`src/rtl/ptbl_pkg.sv`:
```
`default_nettype none
package ptbl_pkg;

	localparam int DIR_ENTRIES   = 1024;
	localparam int TABLE_ENTRIES = 1024;
	localparam int TABLE_POOL    = 16;

	localparam int DIR_W   = 10;
	localparam int TIDX_W  = 10;
	localparam int OFFS_W  = 12;
	localparam int FRAME_W = 20;
	localparam int TBL_W   = (TABLE_POOL > 1) ? $clog2(TABLE_POOL) : 1;
	localparam int PG_AW   = TBL_W + TIDX_W;
	localparam int PG_DEPTH = TABLE_POOL * TABLE_ENTRIES;

	localparam int QUEUE_DEPTH = 4;
	localparam int QPTR_W      = 2;

	typedef enum logic [1:0] {
		KIND_TRANSLATE = 2'd0,
		KIND_MAP       = 2'd1,
		KIND_UNMAP     = 2'd2,
		KIND_NONE      = 2'd3
	} kind_t;

	typedef enum logic [1:0] {
		ST_OK         = 2'd0,
		ST_MISALIGNED = 2'd1,
		ST_NOT_MAPPED = 2'd2,
		ST_POOL_EMPTY = 2'd3
	} status_t;

	typedef enum logic [2:0] {
		OP_TRANSLATE,
		OP_MAP,
		OP_UNMAP,
		OP_NOP,
		OP_MISALIGNED
	} op_t;

	typedef struct packed {
		op_t                 op;
		logic [DIR_W-1:0]    dir_idx;
		logic [TIDX_W-1:0]   tbl_idx;
		logic [OFFS_W-1:0]   offset;
		logic [FRAME_W-1:0]  frame;
		logic                user;
		logic                writable;
	} cmd_t;

	typedef struct packed {
		logic              present;
		logic [TBL_W-1:0]  tbl;
	} dir_entry_t;

	typedef struct packed {
		logic [FRAME_W-1:0] frame;
		logic               user;
		logic               write;
		logic               present;
	} page_entry_t;

	typedef struct packed {
		logic  push;
	} push_ctl_t;

	typedef enum logic [2:0] {
		BK_INIT,
		BK_IDLE,
		BK_DIR,
		BK_CLEAR,
		BK_MAPW,
		BK_PAGE,
		BK_RESP
	} back_state_t;

endpackage
`default_nettype wire

```
`src/rtl/ptbl_queue.sv`:
```
`default_nettype none
module ptbl_queue (
	input  wire logic                 clk,
	input  wire logic                 arst_n,
	input  wire ptbl_pkg::push_ctl_t  ctl_in,
	input  wire ptbl_pkg::cmd_t       push_cmd,
	output logic                      push_ready,
	input  wire logic                 pop,
	output logic                      head_valid,
	output ptbl_pkg::cmd_t            head
);

	ptbl_pkg::cmd_t                 slots_q [ptbl_pkg::QUEUE_DEPTH];
	logic [ptbl_pkg::QPTR_W-1:0]    wr_ptr_q;
	logic [ptbl_pkg::QPTR_W-1:0]    rd_ptr_q;
	logic [ptbl_pkg::QPTR_W:0]      count_q;
	logic                           do_push;
	logic                           do_pop;

	assign push_ready = count_q != (ptbl_pkg::QPTR_W+1)'(ptbl_pkg::QUEUE_DEPTH);
	assign head_valid = count_q != '0;
	assign head       = slots_q[rd_ptr_q];
	assign do_push    = ctl_in.push && push_ready;
	assign do_pop     = pop && head_valid;

	always_ff @(posedge clk or negedge arst_n) begin
		if (!arst_n) begin
			wr_ptr_q <= '0;
			rd_ptr_q <= '0;
			count_q  <= '0;
		end else begin
			if (do_push) begin
				wr_ptr_q <= wr_ptr_q + 1'b1;
			end
			if (do_pop) begin
				rd_ptr_q <= rd_ptr_q + 1'b1;
			end
			if (do_push && !do_pop) begin
				count_q <= count_q + 1'b1;
			end else if (do_pop && !do_push) begin
				count_q <= count_q - 1'b1;
			end
		end
	end

	always_ff @(posedge clk) begin
		if (do_push) begin
			slots_q[wr_ptr_q] <= push_cmd;
		end
	end

endmodule
`default_nettype wire

```
`config.mk`:
```
export PLATFORM = sky130hd
export DESIGN_NAME = ptbl_queue
export DESIGN_NICKNAME = d
export VERILOG_FILES = /design/src/rtl/ptbl_pkg.sv /design/src/rtl/ptbl_queue.sv
export SDC_FILE = /design/constraint.sdc
export NUM_CORES = 1
export LEC_CHECK = 0
export ABC_AREA = 1
export BUFFER_PORTS_ARGS = -buffer_cell sky130_fd_sc_hd__buf_2
export CAP_MARGIN = 25
export CELL_PAD_IN_SITES_DETAIL_PLACEMENT = 1
export CELL_PAD_IN_SITES_GLOBAL_PLACEMENT = 2
export CORE_MARGIN = 4
export CORE_UTILIZATION = 37
export CTS_BUF_LIST = sky130_fd_sc_hd__clkbuf_8
export DETAILED_ROUTE_END_ITERATION = 7
export GPL_TIMING_DRIVEN = 0
export PLACE_DENSITY_LB_ADDON = 0.15
export SLEW_MARGIN = 40
export SYNTH_ARGS = -nofsm -noshare
export SYNTH_HDL_FRONTEND = slang
export SYNTH_SLANG_ARGS = --single-unit
```
`constraint.sdc`:
```
create_clock -name clk -period 3.24 [get_ports clk]
set_input_delay 0.648 -clock clk [delete_from_list [all_inputs] [get_ports clk]]
set_output_delay 0.648 -clock clk [all_outputs]
set_load 0.01 [all_outputs]
```
# After elaboration in Yosys (flattened, before gate mapping)
# Memory sizes are Yosys's and may differ from the RTL's.
# Cells that the tools add are included.
# word_totals
register_bits	7
ram_bits	228
input_bits	61
output_inout_bits	59
wordCells	21
memories	1
# classes
n_addsub	4
n_eq_ne	1
mux	4
reduce_logical	8
# memory_table
memory	depth	word_bits	rd	rd_clocked_by_memory_dff	write_ports	line_no	rtl
slots_q	4	57	1	0	1	ptbl_queue.sv:13	ptbl_pkg::cmd_t slots_q [ptbl_pkg::QUEUE_DEPTH];
# ops
op	n
two-way mux 3 bit	2
adder 2 x 1 -> 2 bit (second input constant)	2
logical AND 1 bit	4
adder 3 x 1 -> 3 bit (second input constant)	1
!= test 3 bit (second input constant)	1
nonzero test 3 bit	1
subtractor 3 x 1 -> 3 bit (second input constant)	1
zero test 1 bit	2
two-way mux 1 bit	2
nonzero test 2 bit	1

# Logic depth before layout (Yosys ltp)
# depth
word_depth	6
ltp_mapped	12
mapped_depth_nobuf	12

# Worst setup path after synthesis
# Ideal clock, no wire load.
# synth_timing
kind	reg-to-reg
from	register count_q[0] (netlist name)
to	memory slots_q[0][0] (netlist name) (enable)
setup_time_ns	0.472
t_arrival_ns	3.211
required_time_ns	2.768
setup_slack_ns	-0.443
stages_incl_launch_ff	5
n_path_buf	0
period_less_slack_ns	3.683
cell_sequence	dfrtp_1 > inv_1 > nand3_1 > nand2_1 > nor2_1
# synth_via
elab_chain_len	4
# synth_lines
item	line_no	rtl
start, declared	ptbl_queue.sv:16	logic [ptbl_pkg::QPTR_W:0] count_q;
start signal, assigned	ptbl_queue.sv:39	count_q <= count_q + 1'b1;
start signal, assigned	ptbl_queue.sv:41	count_q <= count_q - 1'b1;
!= test 3 bit	ptbl_queue.sv:20	assign push_ready = count_q != (ptbl_pkg::QPTR_W+1)'(ptbl_pkg::QUEUE_DEPTH);
named net push_ready	ptbl_queue.sv:7	output logic push_ready,
logical AND 1 bit	ptbl_queue.sv:23	assign do_push = ctl_in.push && push_ready;
two-way mux 1 bit	ptbl_queue.sv:47	if (do_push) begin
two-way mux 1 bit (implied by the code)	ptbl_queue.sv:48	slots_q[wr_ptr_q] <= push_cmd;
end, declared	ptbl_queue.sv:13	
# The timed path passes the listed nets, and every way through them passes these cells.

==> flow_summary.yaml <==
global_route:
  grt_pass1_wl_mm: 37.9
  largest_net_degree_at_the_start_of_global_routing: 16
  global_route.usage.total: 0.173
  grt_pass1_vias: 6877
  grt_antenna_before_repair: 1
  groute.layer.met1.usage: 0.205
  grt_util_met2: 0.316
  global_route.usage.met3: 0.0404
  top_usage_layer: "met2"
  globalRoute.totalOverflow: 0
floorplanning:
  fp.dieArea_um2: 28500
  std_cell_rows: 58
  ioPinCount: 120
  starting_density_of_the_core: 0.378
  core_area_um2: 25300
  die_height_um: 169
  dieWidth_um: 169
placement:
  final_hpwl_from_detailed_placement_mm: 16.5
  place.gp.congestion: 0.777
  place.port_buffers: 119
  placed_area_um2: 11000
setup_path:
  crit_arrival_ns: 2.05
  crit_path_start_kind: "flip-flop"
  critical_path_required_ns: 2.59
  regToRegStartpoint: "count_q[0]"
  setup.worst_path.end_class: "output port"
  critical_path_fanouts_max: 10
  timing.setup.critical_path_class: "flip-flop to output port"
  timing.reg2reg.setup_slack_ns: 0.88
  worst_r2r_path_depth: 7
  r2r_end: "slots_q[3][28]"
final_layout:
  layout.nets: 971
  multiInputGateArea_um2: 1740
  drive_gt1_frac: 0.237
  relative_area_change_from_synthesis_to_final_layout_pct: 22.3
  area.sequential_um2: 7020
  fin_area_um2: 11700
  n_fill_cell: 2677
power_and_ir_drop:
  ir_worst_vdd_v: 0.000423
  leakage_power_nw: 4.85
  power_density_nw_per_um2: 923
  report.power.total_mw: 10.8
sta:
  worstMarginPinSlew_ns: 0.596
  finalClockSkew_ns: 0.0141
  fin_crit_ns: 2.70
  clock.fmax_mhz: 371
  final_count_of_hold_timing_violations: 0
  maxSlewHeadroom: 0.603
  period_share: 0.833
  setup_repair_after_global_routing_missed_its_margin: "false"
  report.final.setup_viol: 0
  fin_worst_hold_slack_ns: 0.336
  slew_viol_final: 0
clock_tree:
  sinks_on_clock_net: 235
  cts_resized: 0
  post_cts_buffers: 0
  cts_tree: "done"
  cts_root_buf: "sky130_fd_sc_hd__clkbuf_8"
  cts_max_level: 2
  clk_pin_slew_worst_paths_ns: 0.06
  clkLatencyLatePin_ns: 0.52
  hold_buffers: 1
  numCtsBuffers: 41
  clock_path_buffers: 3
synthesis:
  yosysTopAreaCell: "sky130_fd_sc_hd__edfxtp_1"
  syn-cell-area_um2: 9580
  post_synth_inst_count: 725
  net_count_after_synthesis: 792
  area_share_of_the_leading_cell_type_in_the_synthesized_netlist: 0.715
  synth_sequential_area_ratio: 0.733
  synth.avg_cell_area_um2: 13.2
  synth.yosys.warnings: 0
  post_synth_main_area_contributors: "sky130_fd_sc_hd__edfxtp_1 (71%), sky130_fd_sc_hd__o211ai_1 (8.9%), sky130_fd_sc_hd__nand2_1 (7.4%)"
  postSynthRegisterBits: 235
  yosysUniqueCellTypes: 17
detailed_routing:
  avgRoutedWirePerCell_um: 19.7
  detail_route.iter0.violations: 308
  drtAntennaViolNets: 0
  via_density_per_instance: 4.84
  drc: 0
  vias: 6109
  wirelength_routed_mm: 24.8
  dr.pass1.iters: 4
min_path:
  hold_path.class: "input port to flip-flop"
  min_from: "push_cmd[0]"
  worst_hold_path.num_cells: 1
  timing.hold.worst_endpoint: "slots_q[3][0]"
run:
  cap_violations: 0
run_status:
  run_status: "completed"
[worst max path at each step]
stage	from	end	slack [ns]
finish	rd_ptr_q[0]	head[44]	0.54
CTS	rd_ptr_q[0]	head[44]	0.46
detailed placement	ctl_in	slots_q[3][29]	0.79
global route	rd_ptr_q[0]	head[47]	0.38
floorplan	count_q[0]	slots_q[0][0]	-0.44
global placement	ctl_in	slots_q[0][26]	-3.04
[worst max-delay path: stages (launching register included)]
cell and delay (ns):
sky130_fd_sc_hd__dfrtp_1 0.41, sky130_fd_sc_hd__inv_2 0.12, sky130_fd_sc_hd__clkbuf_1 0.48, sky130_fd_sc_hd__nand2_1 0.13, sky130_fd_sc_hd__o211ai_1 0.13, sky130_fd_sc_hd__nand2_1 0.11
sky130_fd_sc_hd__buf_2 0.15
[placed cells by master (no fill, tap or decap), types with 2 or more instances in the layout]
cell / Yosys / layout
sky130_fd_sc_hd__edfxtp_1: 228 / 228
sky130_fd_sc_hd__nand2_1: 188 / 188
sky130_fd_sc_hd__inv_1: 128 / 146
sky130_fd_sc_hd__buf_2: 4 / 123
sky130_fd_sc_hd__o211ai_1: 114 / 114
sky130_fd_sc_hd__clkbuf_8: 0 / 43
sky130_fd_sc_hd__buf_6: 25 / 25
sky130_fd_sc_hd__buf_16: 0 / 12
sky130_fd_sc_hd__nand3_1: 7 / 7
sky130_fd_sc_hd__dfrtp_1: 7 / 7
sky130_fd_sc_hd__clkinv_1: 0 / 6
sky130_fd_sc_hd__buf_4: 5 / 5
sky130_fd_sc_hd__ha_1: 5 / 5
sky130_fd_sc_hd__clkbuf_1: 4 / 4
sky130_fd_sc_hd__nor2_4: 0 / 4
sky130_fd_sc_hd__buf_8: 0 / 4
sky130_fd_sc_hd__inv_2: 2 / 2
sky130_fd_sc_hd__clkinv_2: 0 / 2
[state kept, by name, summed over array words and instances (netlist names)]
name,flops
count_q,3
rd_ptr_q,2
slots_q,228
wr_ptr_q,2
[through the flow]
| step | setup slack [ns] | cells | setup TNS, ns | utilization |
|---|---|---|---|---|
| floorplan | -0.443 | 725 | -101.07 | - |
| global placement | -3.04 | 1174 | -682.06 | 0.418 |
| detailed placement | 0.789 | 1190 | 0 | 0.435 |
| CTS | 0.459 | 1260 | 0 | 0.462 |
| global route | 0.380 | 1260 | 0 | 0.462 |
| finish | 0.541 | 1261 | 0 | 0.462 |
[routing by layer]
layer  share of wire  up-vias
met5         0.00044        -
met4           0.019        2
met3           0.052       43
met2            0.52      129
met1            0.41     3051
li1                -     2884
[layout make-up]
| type | instances | area share |
|---|---|---|
| clock buffers | 43 | 0.0505 |
| inverters | 130 | 0.0417 |
| diodes | 1 | 0.000214 |
| well taps | 330 | 0.0353 |
| plain buffers | 38 | 0.0302 |
| clock inverters | 26 | 0.00855 |
| flip-flops and latches | 235 | 0.600 |
| repair buffers | 136 | 0.0850 |
| multi-input cells | 322 | 0.149 |
[cells by family (layout without fill, tap and decap cells)]
logic type	Yosys count	after routing	synth area share
compound gates	115	115	0.0899
other cells	0	1	0
buf+inv	168	373	0.0879
fa+ha+maj	6	6	0.00862
xor+xnor	1	1	0.000915
flops	235	235	0.733
simple gates	200	200	0.0796
[synthesized netlist by cell type, drive strengths merged]
master  instances
o211ai        114
buf            34
nand2         188
dfrtp           7
o21ai           1
fa              1
edfxtp        228
nor2            4
ha              5
nand4           1
clkbuf          4
inv           130
nand3           7
xnor2           1
[where the power goes]
group	internal [mW]	leakage (nW)	switching, mW
clock	1.21	0.422	1.09
combinational	1.62	2.25	2.72
sequential	4.00	2.17	0.161
Note: power is estimated with default switching activity, not from simulation.
