File: src/rtl/ptbl_pkg.sv
`default_nettype none
package ptbl_pkg;

	localparam int DIR_ENTRIES   = 1024;
	localparam int TABLE_ENTRIES = 1024;
	localparam int TABLE_POOL    = 16;

	localparam int DIR_W   = 10;
	localparam int TIDX_W  = 10;
	localparam int OFFS_W  = 12;
	localparam int FRAME_W = 20;
	localparam int TBL_W   = (TABLE_POOL > 1) ? $clog2(TABLE_POOL) : 1;
	localparam int PG_AW   = TBL_W + TIDX_W;
	localparam int PG_DEPTH = TABLE_POOL * TABLE_ENTRIES;

	localparam int QUEUE_DEPTH = 4;
	localparam int QPTR_W      = 2;

	typedef enum logic [1:0] {
		KIND_TRANSLATE = 2'd0,
		KIND_MAP       = 2'd1,
		KIND_UNMAP     = 2'd2,
		KIND_NONE      = 2'd3
	} kind_t;

	typedef enum logic [1:0] {
		ST_OK         = 2'd0,
		ST_MISALIGNED = 2'd1,
		ST_NOT_MAPPED = 2'd2,
		ST_POOL_EMPTY = 2'd3
	} status_t;

	typedef enum logic [2:0] {
		OP_TRANSLATE,
		OP_MAP,
		OP_UNMAP,
		OP_NOP,
		OP_MISALIGNED
	} op_t;

	typedef struct packed {
		op_t                 op;
		logic [DIR_W-1:0]    dir_idx;
		logic [TIDX_W-1:0]   tbl_idx;
		logic [OFFS_W-1:0]   offset;
		logic [FRAME_W-1:0]  frame;
		logic                user;
		logic                writable;
	} cmd_t;

	typedef struct packed {
		logic              present;
		logic [TBL_W-1:0]  tbl;
	} dir_entry_t;

	typedef struct packed {
		logic [FRAME_W-1:0] frame;
		logic               user;
		logic               write;
		logic               present;
	} page_entry_t;

	typedef struct packed {
		logic  push;
	} push_ctl_t;

	typedef enum logic [2:0] {
		BK_INIT,
		BK_IDLE,
		BK_DIR,
		BK_CLEAR,
		BK_MAPW,
		BK_PAGE,
		BK_RESP
	} back_state_t;

endpackage
`default_nettype wire

File: src/rtl/ptbl_req_if.sv
`default_nettype none
interface ptbl_req_if;
	logic        valid;
	logic        ready;
	logic [1:0]  kind;
	logic [31:0] virt_addr;
	logic [31:0] phys_addr;
	logic        user_access;
	logic        writable;

	modport source (output valid, kind, virt_addr, phys_addr, user_access, writable,
		input ready);
	modport sink (input valid, kind, virt_addr, phys_addr, user_access, writable,
		output ready);
endinterface
`default_nettype wire

File: src/rtl/ptbl_front.sv
`default_nettype none
module ptbl_front (
	input  wire logic        clk,
	input  wire logic        arst_n,
	ptbl_req_if.sink         req,
	output ptbl_pkg::push_ctl_t ctl_out,
	input  wire logic        push_ready,
	output ptbl_pkg::cmd_t   push_cmd
);

	logic            valid_s1;
	ptbl_pkg::cmd_t  cmd_s1;
	ptbl_pkg::cmd_t  cmd_c;
	logic            va_off_nz;
	logic            pa_off_nz;
	logic            take;

	assign req.ready = !valid_s1 || push_ready;
	assign take      = req.valid && req.ready;
	assign push_cmd  = cmd_s1;
	assign ctl_out.push       = valid_s1;

	assign va_off_nz = req.virt_addr[ptbl_pkg::OFFS_W-1:0] != '0;
	assign pa_off_nz = req.phys_addr[ptbl_pkg::OFFS_W-1:0] != '0;

	always_comb begin
		cmd_c.dir_idx  = req.virt_addr[31:32-ptbl_pkg::DIR_W];
		cmd_c.tbl_idx  = req.virt_addr[ptbl_pkg::OFFS_W+ptbl_pkg::TIDX_W-1:ptbl_pkg::OFFS_W];
		cmd_c.offset   = req.virt_addr[ptbl_pkg::OFFS_W-1:0];
		cmd_c.frame    = req.phys_addr[31:ptbl_pkg::OFFS_W];
		cmd_c.user     = req.user_access;
		cmd_c.writable = req.writable;
		case (ptbl_pkg::kind_t'(req.kind))
			ptbl_pkg::KIND_TRANSLATE: begin
				cmd_c.op = ptbl_pkg::OP_TRANSLATE;
			end
			ptbl_pkg::KIND_MAP: begin
				cmd_c.op = (va_off_nz || pa_off_nz) ? ptbl_pkg::OP_MISALIGNED
					: ptbl_pkg::OP_MAP;
			end
			ptbl_pkg::KIND_UNMAP: begin
				cmd_c.op = va_off_nz ? ptbl_pkg::OP_MISALIGNED : ptbl_pkg::OP_UNMAP;
			end
			default: begin
				cmd_c.op = ptbl_pkg::OP_NOP;
			end
		endcase
	end

	always_ff @(posedge clk or negedge arst_n) begin
		if (!arst_n) begin
			valid_s1 <= 1'b0;
		end else if (take) begin
			valid_s1 <= 1'b1;
		end else if (push_ready) begin
			valid_s1 <= 1'b0;
		end
	end

	always_ff @(posedge clk) begin
		if (take) begin
			cmd_s1 <= cmd_c;
		end
	end

endmodule
`default_nettype wire

File: src/flat_wrapper.sv
// flat-port wrapper written by rule: the top's interface ports become plain ports
module ptbl_front_flat 
  (clk, arst_n, ctl_out, push_ready, push_cmd, req_valid, req_kind, req_virt_addr, req_phys_addr, req_user_access, req_writable, req_ready);
  ptbl_req_if req_i ();
  input  wire logic clk;
  input  wire logic arst_n;
  output ptbl_pkg::push_ctl_t ctl_out;
  input  wire logic push_ready;
  output ptbl_pkg::cmd_t push_cmd;
  input wire logic [$bits(req_i.valid)-1:0] req_valid;
  input wire logic [$bits(req_i.kind)-1:0] req_kind;
  input wire logic [$bits(req_i.virt_addr)-1:0] req_virt_addr;
  input wire logic [$bits(req_i.phys_addr)-1:0] req_phys_addr;
  input wire logic [$bits(req_i.user_access)-1:0] req_user_access;
  input wire logic [$bits(req_i.writable)-1:0] req_writable;
  output wire logic [$bits(req_i.ready)-1:0] req_ready;
  assign req_i.valid = req_valid;
  assign req_i.kind = req_kind;
  assign req_i.virt_addr = req_virt_addr;
  assign req_i.phys_addr = req_phys_addr;
  assign req_i.user_access = req_user_access;
  assign req_i.writable = req_writable;
  assign req_ready = req_i.ready;
  ptbl_front u_core (.clk(clk), .arst_n(arst_n), .req(req_i), .ctl_out(ctl_out), .push_ready(push_ready), .push_cmd(push_cmd));
endmodule
File: config.mk
export PLATFORM = sky130hd
export DESIGN_NAME = ptbl_front_flat
export DESIGN_NICKNAME = d
export VERILOG_FILES = /design/src/rtl/ptbl_pkg.sv /design/src/rtl/ptbl_req_if.sv /design/src/rtl/ptbl_front.sv /design/src/flat_wrapper.sv
export SDC_FILE = /design/constraint.sdc
export NUM_CORES = 1
export LEC_CHECK = 0
export BUFFER_PORTS_ARGS = -buffer_cell sky130_fd_sc_hd__clkbuf_2
export CORE_AREA = 2 2 72 74
export CTS_CLUSTER_DIAMETER = 200
export DETAILED_ROUTE_END_ITERATION = 10
export DIE_AREA = 0 0 74 76
export GPL_ROUTABILITY_DRIVEN = 0
export PLACE_DENSITY = 0.76
export SYNTH_ARGS = -nofsm -noshare
export SYNTH_HDL_FRONTEND = slang
export SYNTH_SLANG_ARGS = --single-unit
File: constraint.sdc
create_clock -name clk -period 2.72 [get_ports clk]
set_input_delay 0.544 -clock clk [delete_from_list [all_inputs] [get_ports clk]]
set_output_delay 0.544 -clock clk [all_outputs]
set_load 0.05 [all_outputs]
# After elaboration in Yosys (flattened, before gate mapping)
# Cells that the tools add are included.
# totals
reg_bits	58
latch_bits	0
ramBits	0
rom_bits	0
inputBits	72
output_inout_bits	59
word_cells	23
mem_count	0
# op_classes
n_addsub	0
mul	0
n_div	0
order_cmp	0
n_eq_ne	2
n_shift	0
muxes	5
n_bitwise	0
n_reduce_logical	8
# op_table
op	count
nonzero test 12 bit	2
one-hot mux 3 bit (3 select lines)	1
2-to-1 mux 3 bit	2
== test 2 x 1 -> 1 bit (second input constant)	1
== test 2 bit (second input constant)	1
zero test 2 bit	1
logical OR 1 bit	2
2-to-1 mux 1 bit	2
nonzero test 2 bit	1
logical AND 1 bit	1
zero test 1 bit	1

# Depth between registers and ports, before layout
# Gate-level depths: netlist (run 1).
# logic_depth
word_depth	4
ltp_mapped	3
ltp_nobuf	3

# Worst setup path before layout (run 1)
# OpenSTA, ideal clock, no wires.
# synth_timing
path_kind	reg2reg
from	register u_core.valid_s1 (netlist: u_core.ctl_out)
to	register u_core.cmd_s1 (netlist bit u_core.push_cmd[0]), enable pin
setup_ps	421
arrival_ps	2494
required_ps	2299
setup_slack_ps	-195
stages_incl_launch_ff	3
n_path_buf	0
synth_period_minus_slack_ps	2915
path_cell_list	dfrtp_1 > nand2b_1 > and2_1
# synth_via
elab_chain_cells	3
# synth_lines
element	line	rtl
from (decl)	ptbl_front.sv:11	logic valid_s1;
from (signal assigned)	ptbl_front.sv:52	valid_s1 <= 1'b0;
from (signal assigned)	ptbl_front.sv:54	valid_s1 <= 1'b1;
from (signal assigned)	ptbl_front.sv:56	valid_s1 <= 1'b0;
zero test 1 bit	ptbl_front.sv:18	assign req.ready = !valid_s1 || push_ready;
logical OR 1 bit	ptbl_front.sv:18	
via req_ready	flat_wrapper.sv:16	output wire logic [$bits(req_i.ready)-1:0] req_ready;
logical AND 1 bit	ptbl_front.sv:19	assign take = req.valid && req.ready;
via u_core.take	ptbl_front.sv:16	logic take;
to (signal assigned)	ptbl_front.sv:62	cmd_s1 <= cmd_c;
to (decl)	ptbl_front.sv:12	ptbl_pkg::cmd_t cmd_s1;
# The timed path passes the listed nets, and every way through them passes these cells.
# A chain may end at the register's enable or synchronous reset.

# Worst setup path after layout (run 1)
# layout_timing
from	register u_core.valid_s1 (netlist: u_core.ctl_out)
to	output port req_ready
# layout_via
elab_chain_cells	2
# layout_lines
element	line
zero test 1 bit	ptbl_front.sv:18
logical OR 1 bit	ptbl_front.sv:18
to (decl)	flat_wrapper.sv:16
# Every way passes these cells.

==> impl_metrics.tcl, run 1 <==
set metrics [dict create \
    status "finished, final reports clean" \
    syn2layout_area_growth_pct 50.47 \
    die_y_um 76 \
    grt_pass1_vias 1184 \
    cap_violations 0 \
    rows 26 \
    holdPathEnd "u_core.push_cmd[18]" \
    grt_usage_pct 13.71 \
    routed_wl_mm 3.821 \
    synth_most_common_cell "edfxtp_1" \
    io_buffers 130 \
    r2r_end "u_core.push_cmd[31]" \
    skew_ps 4.982 \
    cts_tree "built" \
    ys_types 15 \
    drt-wirelength-per-cell_um 13.13 \
    layout_min_cycle_time_ps 1629 \
    cp-end-kind "output port" \
    cts_buffers 9 \
    min_path_cells 1 \
    syn_avg_cell_area_um2 24.86 \
    dr.pass1.iters 4 \
    r2r-start "u_core.ctl_out" \
    syn_inst 75 \
    fmax_ghz 0.6137 \
    hold_path_class "in -> reg" \
    fillerInstances 397 \
    synth_edf_count 57 \
    worstMarginPinSlew_ps 465.2 \
    finalSetupViolCount 0 \
    grt_max_degree 40 \
    dr.first_iter.drc_count 71 \
    clkSinkCount 58 \
    antenna_found_initial 0 \
    overflow 0 \
    synth_common_cells "edfxtp_1, nor4_1, nand2b_1, or4_1" \
    clockBufferDepth 2 \
    htreeDepth 3 \
    dp_hpwl_mm 3.045 \
    yosys.area.top_type "edfxtp_1" \
    cts_setup_buffers 0 \
    drive_gt1_share_pct 66.06 \
    ys_async_sr_fraction_pct 1.724 \
    clockRootBuffer "clkbuf_8" \
    max_slew_margin_pct 68.99 \
    cp_max_fo 3 \
    cts-resized-gates 0 \
    synth_top_cell_area_share_pct 91.81 \
    start_kind "flop" \
    syn_nets 147 \
    worst_ir_drop_vdd_v 0.0002828 \
    p_leak_nw 1.234 \
    critPathKind "reg -> out" \
    final_nets 290 \
    vias 1261 \
    yosysSeqAreaShare_pct 93.15 \
    dieArea_mm2 0.005624 \
    diodes 0 \
    reg2reg_slack_ps 1170 \
    crit_required_ps 2180 \
    holdCritStartpoint "req_phys_addr[28]" \
    io_pins 131 \
    yosysWarnings 0 \
    synth_ff_type "edfxtp_1" \
    synth.area.top_cells "edfxtp_1, dfrtp_1, nor4_1" \
    vias_per_cell 4.333 \
    hold_violations 0 \
    reg2regPathDepth 3 \
    initial_core_util_pct 37.95 \
    drv_slew 0 \
    post-route-period-util_pct 59.90 \
    crit_arrival_ps 1090 \
    ys_ff_latch 58 \
    design.core.area_mm2 0.004912 \
    drcViolationCount 0 \
    synth_area_mm2 0.001864 \
    rsz0062_at_grt "no" \
    finish.utilization_pct 57.11 \
    ant_nets 0 \
    grt_pass1_wl_mm 5.437 \
    die_width_um 74 \
    power_density_mw_per_mm2 727.1 \
    path_clk_slew_ps 60 \
    timing.setup.tns_ps 0 \
    worst_skew_pair.late_latency_ps 310 \
]
-- stage by stage --
stage	hold WS, ps	area, um^2	cells	setup WS, ps	total power [W]
6_report	401.4	2805	291	1091	0.002040
3_3_place_gp	318.9	2624	276	871.7	0.001372
5_1_grt	380.1	2805	291	1019	0.002116
3_5_place_dp	320.6	2624	276	813.0	0.001378
4_1_cts	377.3	2805	291	1070	0.002073
2_1_floorplan	248.4	1866	75	398.9	0.001270
-- how the worst max path moves through the flow --
stage / slack, ps / startpoint / to
2_1_floorplan: 400 / u_core.ctl_out / u_core.push_cmd[0]
3_3_place_gp: 870 / req_virt_addr[3] / u_core.push_cmd[56]
3_5_place_dp: 810 / req_virt_addr[4] / u_core.push_cmd[56]
4_1_cts: 1070 / u_core.ctl_out / req_ready
5_1_grt: 1020 / u_core.ctl_out / req_ready
6_report: 1090 / u_core.ctl_out / req_ready
-- kinds of logic after synthesis --
logic type      Yosys count  synth area share (%)
compound gates            4                 1.611
xor+xnor                  1                0.4699
flops                    58                 93.15
simple gates             12                 4.765
-- layout by cell type, fill, tap and decap left out, drive strengths merged, types with 2 or more instances in the layout --
cell type,n
clkinv,4
edfxtp,57
nand2b,2
or4,3
clkbuf,139
nor4,3
-- state kept, by name, indices dropped and copies added, names as in the netlist --
register         count
u_core.push_cmd     57
u_core.ctl_out       1
-- per-layer routing --
layer / wire length (um) / part of all wire [%] / global-route usage (%)
met3: 481 / 13 / 5.952
met2: 1946 / 51 / 22.95
met5: 0 / 0 / 0
met4: 99 / 2.6 / 8.909
met1: 1293 / 34 / 13.29
-- worst max-delay path, cell delays in order (launching register included) --
cell and delay, ps:
dfrtp_1 380, nand2b_1 110, clkbuf_2 280
-- power breakdown --
group	total, W	internal (W)	switching (W)
sequential	0.00106	0.00104	0.0000127
combinational	0.000302	0.0000755	0.000226
clock	0.000683	0.000402	0.000281
-- what timing repair did --
| action | in CTS | in global routing |
|---|---|---|
| hold buffers | 1 | 0 |
| endpoints found under the setup margin | 0 | 0 |
| endpoints found under the hold margin | 1 | 0 |
-- layout make-up --
type / count / area (um^2) / share of cell area, %
clock buffer: 9 / 123.9 / 4.416
clock inverter: 5 / 47.55 / 1.695
sequential: 58 / 1737 / 61.91
timing repair buffer: 132 / 680.7 / 24.26
tap: 70 / 87.58 / 3.122
multi-input combinational: 17 / 128.9 / 4.594
Note: power is estimated with default switching activity, not from simulation.
==> run 2: changes to the inputs <==
- CORE_AREA: 2 2 72 74 -> 2 2 75 77
- DIE_AREA: 0 0 74 76 -> 0 0 77 79
- PLACE_DENSITY: 0.76 -> 0.74
- clock period: 2.72 -> 1.35 ns (I/O delays scaled with it)
==> impl_metrics.tcl, run 2 (synthesized netlist as in run 1, its figures left out) <==
set metrics [dict create \
    io_buffers 130 \
    final_nets 292 \
    cap_violations 0 \
    layout_min_cycle_time_ps 1299 \
    pwr-share-comb_pct 14.8 \
    hold_path_class "in -> reg" \
    seq_area_mm2 0.001738 \
    ant_nets 0 \
    vias 1265 \
    clockRootBuffer "clkbuf_8" \
    rsz0062_at_grt "no" \
    max_slew_margin_pct 79.58 \
    worst_slack_ps 50.63 \
    dr.first_iter.drc_count 26 \
    met1_usage_pct 13.54 \
    cts_setup_buffers 0 \
    routed_wl_mm 3.857 \
    grt_usage_pct 13.06 \
    cp_max_fo 3 \
    antenna_found_initial 0 \
    hold_violations 0 \
    crit_required_ps 1080 \
    die_y_um 79 \
    diodes 0 \
    grt_util_met3_pct 4.432 \
    io_pins 131 \
    largest_reg_flops 57 \
    syn2layout_area_growth_pct 54.56 \
    status "finished, final reports clean" \
    drcViolationCount 0 \
    drv_slew 0 \
    drive_gt1_share_pct 68.89 \
    final_common_cell "clkbuf_2" \
    htreeDepth 3 \
    reg2reg_slack_ps 160 \
    fin_hold_ws_ps 118.6 \
    pwr-share-clk_pct 35.4 \
    dieArea_mm2 0.006083 \
    vias_per_cell 4.259 \
    layout_common_cells "clkbuf_2, edfxtp_1, clkbuf_8" \
    die_width_um 77 \
    path_clk_slew_ps 70 \
    placed_area_mm2 0.002675 \
    power_density_mw_per_mm2 1481 \
    grtUsageMet2_pct 21.75 \
    switching_share_pct 27.13 \
    cts_tree "built" \
    dr.pass1.iters 3 \
    clkSinkCount 58 \
    drt-wirelength-per-cell_um 12.99 \
    fillerInstances 466 \
    post-route-period-util_pct 96.25 \
    p_leak_nw 1.258 \
    design_area_mm2 0.002882 \
    fmax_ghz 0.7696 \
    rows 27 \
    worstMarginPinSlew_ps 303.5 \
    multiInputGateArea_um2 148.9 \
    clockBufferDepth 2 \
    cts_buffers 9 \
    dp_hpwl_mm 2.945 \
    grt_max_degree 37 \
    switching_power_w 0.001158 \
    finalSetupViolCount 0 \
    design.core.area_mm2 0.005338 \
    grt_pass1_vias 1273 \
    crit_arrival_ps 1030 \
    start_kind "flop" \
    seqPwrFrac_pct 49.8 \
    initial_core_util_pct 34.93 \
    grt_pass1_wl_mm 5.844 \
    grt_busiest_layer "met2" \
    critPathKind "reg -> out" \
    worst_ir_drop_vdd_v 0.0006386 \
    cp-end-kind "output port" \
    overflow 0 \
    worst_skew_pair.late_latency_ps 320 \
    preCtsSetupSlack_ps -239.1 \
    internal_power_w 0.003111 \
    skew_ps 8.317 \
]
## run 2: per-layer routing
metal	part of all wire [%]	up-vias
li1	-	601
met1	37	581
met2	53	75
met3	8.2	8
met4	2.2	0
met5	0	-
## run 2: power by group through the flow
stage / clock [W] / sequential [W] / combinational [W]
finish: 0.00151 / 0.00213 / 0.000630
floorplan: 0 / 0.00250 / 0.0000623
global route: 0.00164 / 0.00213 / 0.000660
detailed placement: 0 / 0.00217 / 0.000632
global placement: 0 / 0.00216 / 0.000622
CTS: 0.00156 / 0.00213 / 0.000637
## run 2: path summary, 6_finish.rpt
kind / endpoint / start / depth (start not counted)
hold reg to reg: u_core.ctl_out / u_core.ctl_out / 2
setup / recovery: req_ready / u_core.ctl_out / 2
max in group asynchronous: u_core.ctl_out / arst_n / 2
hold / removal: u_core.push_cmd[19] / req_phys_addr[29] / 1
min in group asynchronous: u_core.ctl_out / arst_n / 2
setup reg to reg: u_core.push_cmd[39] / u_core.ctl_out / 3
## run 2: area by class of cell
cell class	instances	area share [%]
flip-flops and latches	58	60.31
clock buffers	9	4.299
well taps	72	3.126
clock inverters	7	2.432
repair buffers	134	24.66
multi-input cells	17	5.167
## run 2: timing repair
| action | 4_1_cts | 5_1_grt |
|---|---|---|
| hold buffers | 1 | 0 |
| endpoints found under the setup margin | 1 | 0 |
| endpoints found under the hold margin | 1 | 0 |
| resized for setup | 1 | 0 |
## run 2: stage by stage
step           setup TNS (ps)  total power, W  util (%)  cells
4_1_cts                     0        0.004326     53.99    297
3_3_place_gp           -331.1        0.002782     50.12    280
5_1_grt                     0        0.004430     53.99    297
6_report                    0        0.004269     53.99    297
2_1_floorplan          -16370        0.002566         -     75
3_5_place_dp           -472.7        0.002797     50.12    280
## run 2: worst max-delay path, cell delays in order (launching register included)
cell and delay (ps):
dfrtp_2 420, nand2b_4 70, clkbuf_4 220
